<file path="src/rtl/core/ypa_pkg.sv">
// ----------------------------------------------------------------------------
// ypa_pkg
// Shared types, constants and helpers for the YUV picture property adjuster.
// ----------------------------------------------------------------------------
package ypa_pkg;

  localparam int unsigned NumStages = 4;

  localparam int unsigned CfgIndexWidth = 3;
  localparam int unsigned CfgDataWidth  = 10;

  // Configuration register indexes
  typedef enum logic [CfgIndexWidth-1:0] {
    REG_LUMA_GAIN   = 3'd0,
    REG_LUMA_OFFSET = 3'd1,
    REG_HUE_COSINE  = 3'd2,
    REG_HUE_SINE    = 3'd3,
    REG_SATURATION  = 3'd4
  } cfg_reg_t;

  // Per-stage load strobes shared by the luma and chroma datapaths
  typedef struct packed {
    logic [NumStages-1:0] load;
  } stage_ctrl_t;

  localparam logic [16:0] LumaRound  = 17'd64;
  localparam logic signed [15:0] ChromaBias = 16'sd128;

  // Saturate a signed intermediate to an 8-bit sample
  function automatic logic [7:0] clamp8(input logic signed [15:0] x);
    logic [7:0] r;
    if (x < 16'sd0) begin
      r = 8'd0;
    end else if (x > 16'sd255) begin
      r = 8'd255;
    end else begin
      r = x[7:0];
    end
    return r;
  endfunction

endpackage

</file>
<file path="src/rtl/core/yuv_picture_property_adjust.sv">
// ----------------------------------------------------------------------------
// yuv_picture_property_adjust
// Brightness, contrast, hue and saturation adjustment of a YUV sample stream.
// ----------------------------------------------------------------------------
// Usage:
//   Input words (luma_in, cb_in, cr_in, chroma_valid) enter on in_valid and
//   are taken at a clock edge where in_valid is high and in_stall is low.
//   Each input word gives exactly one output word on out_valid; the receiver
//   holds it with out_stall. A word without chroma yields cb_out/cr_out of 0.
//   Throughput: one word per clock while out_stall is low. The word is
//   loaded into the first of four register stages at the accepting edge
//   and passes through them to the output register (rotation products,
//   rotated sum, saturation products, bias and clamp).
//   Each stage advances when it is empty or the stage after it advances, so
//   bubbles close up and a stalled output keeps accepting until the pipe is
//   full; in_stall rises only when all four stages hold words.
//   Reset (rst, synchronous) empties the pipeline and loads unity settings:
//   gain 128, offset 0, cosine 128, sine 0, saturation 64.
//   Configuration is written through wr_en/wr_index/wr_data while idle;
//   indexes beyond the register list are ignored.
// ----------------------------------------------------------------------------
module yuv_picture_property_adjust (
  input  logic                                  clk,
  input  logic                                  rst,
  // configuration write port
  input  logic                                  wr_en,
  input  logic [ypa_pkg::CfgIndexWidth-1:0]     wr_index,
  input  logic [ypa_pkg::CfgDataWidth-1:0]      wr_data,
  // input channel
  input  logic                                  in_valid,
  output logic                                  in_stall,
  input  logic [7:0]                            luma_in,
  input  logic [7:0]                            cb_in,
  input  logic [7:0]                            cr_in,
  input  logic                                  chroma_valid,
  // output channel
  output logic                                  out_valid,
  input  logic                                  out_stall,
  output logic [7:0]                            luma_out,
  output logic [7:0]                            cb_out,
  output logic [7:0]                            cr_out,
  output logic                                  chroma_out_valid
);

  localparam int unsigned NS = ypa_pkg::NumStages;

  // Configuration registers
  logic [8:0]        luma_gain;
  logic signed [9:0] luma_offset;
  logic signed [8:0] hue_cosine;
  logic signed [8:0] hue_sine;
  logic [7:0]        saturation;

  // Pipeline control
  logic [NS-1:0]        stage_valid;
  logic [NS-1:0]        stage_ready;
  logic [NS-1:0]        stage_in_valid;
  ypa_pkg::stage_ctrl_t ctrl;

  // Luma path and chroma flag
  logic [16:0]        luma_prod;
  logic [16:0]        luma_rnd;
  logic [9:0]         luma_sh;
  logic signed [15:0] luma_sum;
  logic [7:0]         luma_s2;
  logic [7:0]         luma_s3;
  logic [NS-1:0]      cv;

  // Register writes; unknown indexes fall through untouched
  always_ff @(posedge clk) begin
    if (rst) begin
      luma_gain   <= 9'd128;
      luma_offset <= 10'sd0;
      hue_cosine  <= 9'sd128;
      hue_sine    <= 9'sd0;
      saturation  <= 8'd64;
    end else if (wr_en) begin
      unique case (ypa_pkg::cfg_reg_t'(wr_index))
        ypa_pkg::REG_LUMA_GAIN:   luma_gain   <= wr_data[8:0];
        ypa_pkg::REG_LUMA_OFFSET: luma_offset <= $signed(wr_data[9:0]);
        ypa_pkg::REG_HUE_COSINE:  hue_cosine  <= $signed(wr_data[8:0]);
        ypa_pkg::REG_HUE_SINE:    hue_sine    <= $signed(wr_data[8:0]);
        ypa_pkg::REG_SATURATION:  saturation  <= wr_data[7:0];
        default: ;
      endcase
    end
  end

  // A stage may take a new word when it is empty or its word moves on
  always_comb begin
    stage_ready[NS-1] = !stage_valid[NS-1] || !out_stall;
    for (int k = NS - 2; k >= 0; k--) begin
      stage_ready[k] = !stage_valid[k] || stage_ready[k+1];
    end
    stage_in_valid[0] = in_valid;
    for (int k = 1; k < NS; k++) begin
      stage_in_valid[k] = stage_valid[k-1];
    end
    ctrl.load = stage_ready & stage_in_valid;
  end

  // Advance valid bits with the data
  always_ff @(posedge clk) begin
    if (rst) begin
      stage_valid <= '0;
    end else begin
      for (int k = 0; k < NS; k++) begin
        if (stage_ready[k]) begin
          stage_valid[k] <= stage_in_valid[k];
        end
      end
    end
  end

  assign in_stall  = !stage_ready[0];
  assign out_valid = stage_valid[NS-1];

  // Luma: gain with rounding, shift, offset, clamp
  assign luma_rnd = luma_prod + ypa_pkg::LumaRound;
  assign luma_sh  = luma_rnd[16:7];
  assign luma_sum = $signed({6'd0, luma_sh}) + luma_offset;

  always_ff @(posedge clk) begin
    if (ctrl.load[0]) begin
      luma_prod <= 17'(luma_in * luma_gain);
      cv[0]     <= chroma_valid;
    end
    if (ctrl.load[1]) begin
      luma_s2 <= ypa_pkg::clamp8(luma_sum);
      cv[1]   <= cv[0];
    end
    if (ctrl.load[2]) begin
      luma_s3 <= luma_s2;
      cv[2]   <= cv[1];
    end
    if (ctrl.load[3]) begin
      luma_out <= luma_s3;
      cv[3]    <= cv[2];
    end
  end

  assign chroma_out_valid = cv[NS-1];

  ypa_chroma u_chroma (
    .clk         (clk),
    .ctrl        (ctrl),
    .cb_in       (cb_in),
    .cr_in       (cr_in),
    .hue_cosine  (hue_cosine),
    .hue_sine    (hue_sine),
    .saturation  (saturation),
    .chroma_keep (cv[NS-2]),
    .cb_out      (cb_out),
    .cr_out      (cr_out)
  );

`ifndef NO_ASSERTIONS
  // A free receiver means every stage can move, so the input is never held
  a_no_stall_when_drained: assert property (@(posedge clk) disable iff (rst)
    !out_stall |-> !in_stall)
    else $error("input stalled while output drains");

  // Input back-pressure only with a full pipeline
  a_stall_means_full: assert property (@(posedge clk) disable iff (rst)
    in_stall |-> (stage_valid == {NS{1'b1}}))
    else $error("input stalled with an empty stage");

  // Luma-only words carry zero chroma
  a_chroma_zeroed: assert property (@(posedge clk) disable iff (rst)
    (out_valid && !chroma_out_valid) |-> (cb_out == 8'd0 && cr_out == 8'd0))
    else $error("chroma not cleared for luma-only word");

  // Reset empties the pipeline
  a_reset_empty: assert property (@(posedge clk)
    rst |=> !out_valid)
    else $error("output valid after reset");
`endif

endmodule

</file>
<file path="src/rtl/core/ypa_chroma.sv">
// ----------------------------------------------------------------------------
// ypa_chroma
// Chroma datapath: hue rotation, saturation scaling, re-bias and clamp.
// ----------------------------------------------------------------------------
module ypa_chroma (
  input  logic                     clk,
  input  ypa_pkg::stage_ctrl_t     ctrl,
  input  logic [7:0]               cb_in,
  input  logic [7:0]               cr_in,
  input  logic signed [8:0]        hue_cosine,
  input  logic signed [8:0]        hue_sine,
  input  logic [7:0]               saturation,
  input  logic                     chroma_keep,
  output logic [7:0]               cb_out,
  output logic [7:0]               cr_out
);

  logic signed [8:0]  u;
  logic signed [8:0]  v;
  logic signed [17:0] uc;
  logic signed [17:0] us;
  logic signed [17:0] vc;
  logic signed [17:0] vs;
  logic signed [11:0] u2;
  logic signed [11:0] v2;
  logic signed [20:0] u3;
  logic signed [20:0] v3;
  logic signed [8:0]  sat_s;
  logic signed [10:0] uc_sh;
  logic signed [10:0] us_sh;
  logic signed [10:0] vc_sh;
  logic signed [10:0] vs_sh;
  logic signed [14:0] u3_sh;
  logic signed [14:0] v3_sh;
  logic signed [15:0] cb_b;
  logic signed [15:0] cr_b;

  // centre on zero
  assign u = $signed({1'b0, cb_in}) - 9'sd128;
  assign v = $signed({1'b0, cr_in}) - 9'sd128;

  assign sat_s = $signed({1'b0, saturation});

  // floor shifts are plain arithmetic part-selects
  assign uc_sh = uc[17:7];
  assign us_sh = us[17:7];
  assign vc_sh = vc[17:7];
  assign vs_sh = vs[17:7];
  assign u3_sh = u3[20:6];
  assign v3_sh = v3[20:6];

  assign cb_b = u3_sh + ypa_pkg::ChromaBias;
  assign cr_b = v3_sh + ypa_pkg::ChromaBias;

  // stage 1: rotation products
  always_ff @(posedge clk) begin
    if (ctrl.load[0]) begin
      uc <= u * hue_cosine;
      us <= u * hue_sine;
      vc <= v * hue_cosine;
      vs <= v * hue_sine;
    end
  end

  // stage 2: rotated pair
  always_ff @(posedge clk) begin
    if (ctrl.load[1]) begin
      u2 <= uc_sh + vs_sh;
      v2 <= vc_sh - us_sh;
    end
  end

  // stage 3: saturation products
  always_ff @(posedge clk) begin
    if (ctrl.load[2]) begin
      u3 <= u2 * sat_s;
      v3 <= v2 * sat_s;
    end
  end

  // stage 4: re-bias, clamp, drop chroma for luma-only words
  always_ff @(posedge clk) begin
    if (ctrl.load[3]) begin
      cb_out <= chroma_keep ? ypa_pkg::clamp8(cb_b) : 8'd0;
      cr_out <= chroma_keep ? ypa_pkg::clamp8(cr_b) : 8'd0;
    end
  end

endmodule

</file>
<file path="config.mk">
export PLATFORM = sky130hd
export DESIGN_NAME = yuv_picture_property_adjust
export DESIGN_NICKNAME = d
export VERILOG_FILES = /design/src/rtl/core/ypa_pkg.sv /design/src/rtl/core/yuv_picture_property_adjust.sv /design/src/rtl/core/ypa_chroma.sv
export SDC_FILE = /design/constraint.sdc
export NUM_CORES = 2
export LEC_CHECK = 0
export BUFFER_PORTS_ARGS = -buffer_cell sky130_fd_sc_hd__buf_2
export CORE_MARGIN = 2
export CORE_UTILIZATION = 25
export CTS_CLUSTER_SIZE = 20
export DETAILED_ROUTE_END_ITERATION = 8
export GPL_TIMING_DRIVEN = 0
export HOLD_SLACK_MARGIN = 0.15
export SLEW_MARGIN = 20
export SYNTH_ARGS = -nofsm -noshare
export SYNTH_HDL_FRONTEND = slang
export SYNTH_SLANG_ARGS = --single-unit
</file>
<file path="constraint.sdc">
create_clock -name clk -period 7.5 [get_ports clk]
set_input_delay 0.375 -clock clk [delete_from_list [all_inputs] [get_ports clk]]
set_output_delay 0.375 -clock clk [all_outputs]
set_load 0.01 [all_outputs]
</file>
Word-level counts from Yosys, hierarchy flattened
Index checks and enable logic that the tools add are counted.
{ "word_totals": {"ff_bits": 248} }
{ "op_classes": {"n_addsub": 8, "n_mul": 7, "magnitude_cmp": 6, "eq_ne": 4, "n_mux": 3, "bitwise": 2, "n_reduce_logical": 18} }
{ "ops": {"columns": ["operator", "count"], "rows": [
  ["multiplier 9 x 9 -> 18 bit", 4],
  ["multiplier 12 x 9 -> 21 bit", 2],
  ["adder 15 x 9 -> 16 bit (second input constant)", 2],
  ["> comparator 16 x 9 -> 1 bit (second input constant)", 2],
  ["< comparator 16 x 1 -> 1 bit (second input constant)", 2],
  ["two-way mux 8 bit", 3],
  ["subtractor 8 x 8 -> 9 bit (second input constant)", 2],
  ["adder 17 x 7 -> 17 bit (second input constant)", 1],
  ["multiplier 8 x 9 -> 17 bit", 1],
  ["adder 11 x 10 -> 12 bit", 1],
  ["adder 11 x 11 -> 12 bit", 1],
  ["> comparator 12 x 9 -> 1 bit (second input constant)", 1],
  ["< comparator 12 x 1 -> 1 bit (second input constant)", 1],
  ["subtractor 11 x 11 -> 12 bit", 1],
  ["AND reduction 2 bit", 5],
  ["equality test 3 x 2 -> 1 bit (second input constant)", 2],
  ["zero test 1 bit", 6],
  ["bitwise AND 4 bit", 1],
  ["logical OR 1 bit", 4],
  ["OR reduction 2 bit", 2],
  ["equality test 3 x 1 -> 1 bit (second input constant)", 1],
  ["equality test 3 bit (second input constant)", 1],
  ["zero test 3 bit", 1],
  ["inverter 1 bit", 1]
]} }

Longest topological paths before layout
{ "depth": {"word_depth": 6, "ltp_mapped": 20, "depth_no_buf": 19} }

Cells and area by module
A second synthesis with hierarchy kept.
{ "hier_totals": {"cells_unflattened": 2907, "area_unflattened_um2": 28173.3} }
{ "by_module_without_submodules": {"columns": ["module", "instances", "cells_per_inst", "area_each_um2", "seq_area_each_um2"], "rows": [
  ["ypa_chroma", 1, 2275, 22237.6, 3423.3],
  ["yuv_picture_property_adjust", 1, 632, 5935.7, 2152.1]
]} }

Worst setup path before layout
Ideal clock, no wire load.
{ "synth_path": {"path_type": "input to register", "start": "input cr_in[5]", "end": "register u_chroma.vs[17] (data pin)", "setup_ns": 0.260, "arrival_ns": 5.320, "path_slack_ns": 1.920, "stages": 19, "path_buffers": 2, "path_cell_list": "clkbuf_1 -> clkbuf_1 -> nand2_1 -> fa_1 -> inv_1 -> fa_1 -> inv_1 -> fa_1 -> fa_1 -> inv_1 -> fa_1 -> ha_1 -> nor2b_1 -> a311o_1 -> o31a_1 -> a21o_1 -> o41a_1 -> a21oi_1 -> xnor2_1"} }
{ "synth_via": {"elab_chain_cells": 2} }
{ "synth_rtl": {"columns": ["item", "line_no", "text"], "rows": [
  ["start, declared", "yuv_picture_property_adjust.sv:34", "input logic [7:0] cr_in,"],
  ["subtractor 8 x 8 -> 9 bit", "ypa_chroma.sv:40", "assign v = $signed({1'b0, cr_in}) - 9'sd128;"],
  ["multiplier 9 x 9 -> 18 bit", "ypa_chroma.sv:61", "vs <= v * hue_sine;"],
  ["end signal, assigned", "ypa_chroma.sv:61", null],
  ["end, declared", "ypa_chroma.sv:23", "logic signed [17:0] vs;"]
]} }
Every way passes these cells.
A chain may end at the register's enable or synchronous reset.

Final worst setup path
{ "layout_path": {"start": "register hue_cosine[7]", "end": "register u_chroma.vc[17] (data pin)"} }
{ "layout_via": {"elab_chain_cells": 1} }
{ "layout_rtl": {"columns": ["item", "line_no", "text"], "rows": [
  ["start, declared", "yuv_picture_property_adjust.sv:50", "logic signed [8:0] hue_cosine;"],
  ["start signal, assigned", "yuv_picture_property_adjust.sv:81", "ypa_pkg::REG_HUE_COSINE: hue_cosine <= $signed(wr_data[8:0]);"],
  ["multiplier 9 x 9 -> 18 bit", "ypa_chroma.sv:60", "vc <= v * hue_cosine;"],
  ["end signal, assigned", "ypa_chroma.sv:60", null],
  ["end, declared", "ypa_chroma.sv:22", "logic signed [17:0] vc;"]
]} }
Every way passes these cells.

==> metrics.md <==
| Metric | Value |
|---|---|
| Dpl ws | `0.944 ns` |
| Vias in the first global route | `19600` |
| Iteration-0 DRC Markers | `986` |
| Seq/Total Area, Yosys | `20.0%` |
| Placed inst area | `30300 um^2` |
| Multi-input gate area | `19800 um^2` |
| Post-route setup TNS | `0 ns` |
| CTS tree | `done` |
| Reg clk slew, reported paths | `0.07 ns` |
| Post-synth EDFFs | `153` |
| Status | `completed` |
| Reg2Reg Depth | `16` |
| Slew Limit Fails | `0` |
| Number of max-cap violations | `0` |
| Peak VDD IR | `0.000135 V` |
| Syn_nets | `3652` |
| Clk buf depth | `3` |
| CTS sink cnt | `202` |
| Endpoints failing hold | `0` |
| Setup Fix Bufs, Post-CTS | `0` |
| Antenna violations before repair | `12` |
| Startpoint Class | `flop` |
| Routed len/inst | `14.2 um` |
| FF+latch area | `5580 um^2` |
| Commonest cells after routing, fill and taps aside | `610 x inv_1, 458 x fa_1, 348 x nand2_1` |
| Final WS setup | `0.958 ns` |
| Die area | `114000 um^2` |
| Final worst path period need | `6.54 ns` |
| Design area | `31100 um^2` |
| Worst min path class | `in -> reg` |
| Root buffer cell | `clkbuf_16` |
| Total number of vias | `19000` |
| Grt total ovfl | `0` |
| Final setup violation count | `0` |
| RSZ-0062 raised after global routing | `false` |
| Critical path type | `reg -> reg` |
| Die Span Y | `338 um` |
| I/O pin cnt | `70` |
| Initial Util | `25.2%` |
| Placeable Area | `111000 um^2` |
| Routed Antenna Nets | `0` |
| Clock Skew | `0.0180 ns` |
| Layout Nets | `3760` |
| Clock Latency Late Sink | `0.54 ns` |
| Cell variety after synth | `65` |
| LEAKAGE | `14.8 nW` |
| Final worst-path cycle share | `87.2%` |
| Filler cell count | `11600` |
| Async SR Flop Fraction | `0%` |
| Largest net degree at the start of global routing | `28` |
| DR pass1 iterations | `4` |
| Worst slew margin | `42.3%` |
| H-tree Lvls | `1` |
| Worst slew pin tran | `0.854 ns` |
| Synth Instances | `2873` |
| Crit path arrival time | `6.81 ns` |
| CP max FO | `10` |
| Top FF cell, synth | `edfxtp_1` |
| Worst EP required | `7.77 ns` |
| GP Congestion | `0.884` |
| Commonest non-fill, non-tap cell in the layout | `inv_1` |
| TritonCTS buffer count | `24` |
| First-pass GRT wire length | `104000 um` |
| Yosys reg bits | `202` |
| Fmax | `153 MHz` |
| Row cnt | `122` |
| R2R Setup Slk | `0.96 ns` |
| Cell Area, Synth | `27900 um^2` |
| Synth warn | `0` |
| Synth Area per Inst | `9.72 um^2` |
| DRT Wirelength | `63800 um` |
| Residual DRC | `0` |
| Layout cells sized above 1 | `4.01%` |
| Hpwl dp | `53400 um` |
| P&R area growth vs syn | `11.5%` |
| PortBufs | `66` |
| Via density | `4.22` |
| Die width | `338 um` |
| Hold path depth | `3` |
| Post-CTS sizing | `0` |
| Gr usage total | `11.2%` |
| Power Dens Cells | `119 nW/um^2` |
| Worst setup EP type | `flop` |
## power breakdown
part	switching, mW	internal [mW]
Sequential	0.0859	1.34
Combinational	0.672	0.495
Clock	0.467	0.652
## metal layers
layer | track usage [%] | routed length [um]
met1 | 15.1 | 29000
met2 | 18.3 | 28900
met3 | 1.59 | 3180
met4 | 4.27 | 2640
met5 | 0 | 61
## state kept, by name (all words and copies together), names as in the netlist
signal and count:
u_chroma.uc 11, u_chroma.v3 15, u_chroma.cr_out 8, u_chroma.us 11, luma_prod 11, u_chroma.u2 12
hue_sine 9, u_chroma.cb_out 8, stage_valid 4, u_chroma.u3 15, u_chroma.vs 11, luma_offset 10
u_chroma.v2 12, cv 4, luma_gain 9, saturation 8, u_chroma.vc 11, luma_s2 8
luma_s3 8, hue_cosine 9, luma_out 8
## stage by stage
stage               util (%)  cells  power [mW]  hold slack [ns]
detailed placement      27.4   4432        2.61            0.405
CTS                     28.1   4484        3.76            0.155
global route            28.1   4488        3.98            0.172
global placement        27.2   4427        2.59            0.400
finish                  28.1   4488        3.71            0.182
floorplan                  -   2873        2.28            0.400
## layout make-up
class	count	share of cell area [%]
Sequential cell	202	17.9
Clock inverter	14	0.422
Clock buffer	27	1.96
Antenna cell	4	0.0321
Timing Repair Buffer	82	1.81
Tap cell	1488	5.98
Inverter	610	7.35
Multi-Input combinational cell	1989	63.7
Buffer	72	0.872
## worst max-delay path, stage by stage (launching register included)
cell and delay (ns):
dfxtp_1 0.64, clkbuf_1 0.69, nand2_1 0.17, fa_1 0.53, fa_1 0.57, inv_1 0.06
fa_1 0.50, fa_1 0.59, fa_1 0.43, ha_1 0.35, nor2b_1 0.14, a311o_1 0.36
o31a_1 0.32, a211o_1 0.36, o31a_1 0.28, a21oi_1 0.18, xnor2_1 0.11
## final timing paths
check | end | startpoint
max | u_chroma.vc[17] | hue_cosine[7]
min | luma_offset[7] | wr_data[7]
max reg2reg | u_chroma.vc[17] | hue_cosine[7]
min reg2reg | luma_out[6] | luma_s3[6]
## synthesized netlist by cell type, drive strengths merged (3+ instances only)
library cell	count	area share, %
clkbuf	68	0.91
buf	4	0.058
and4	3	0.094
o31a	10	0.31
mux2i	3	0.11
o31ai	4	0.16
nand2b	47	1.1
nand4b	6	0.19
a211oi	5	0.13
a211o	3	0.094
a21oi	105	1.9
xor2	35	1.1
xnor2	94	2.9
and2	246	5.5
and3	9	0.20
nand4	8	0.18
o21ai	42	0.77
or3	5	0.13
nor2	81	1.1
ha	278	12
nand3	12	0.22
nor2b	56	1.3
a21boi	6	0.16
or2	3	0.067
edfxtp	153	16
a21o	16	0.43
fa	458	33
dfxtp	49	3.5
nand3b	8	0.22
o22ai	4	0.090
inv	610	8.2
nor4	4	0.090
nor3	34	0.61
nand2	348	4.7
o41a	3	0.13
o21a	29	0.78
## kinds of logic after synthesis
family / Yosys count / share of synthesized area (%)
DFF: 202 / 20.0
and+or+nand+nor: 875 / 15.8
muxes: 3 / 0.108
buffers and inverters: 682 / 9.17
adders and majority gates: 736 / 45.3
xor gates and xnor gates: 129 / 4.05
AOI/OAI and AO/OA: 246 / 5.65
## what timing repair did
action / CTS / global route
hold endpoints to repair: 28 / 0
setup endpoints to repair: 0 / 0
hold buffers: 11 / 0
No activity file was read; power rests on OpenSTA's default activity.
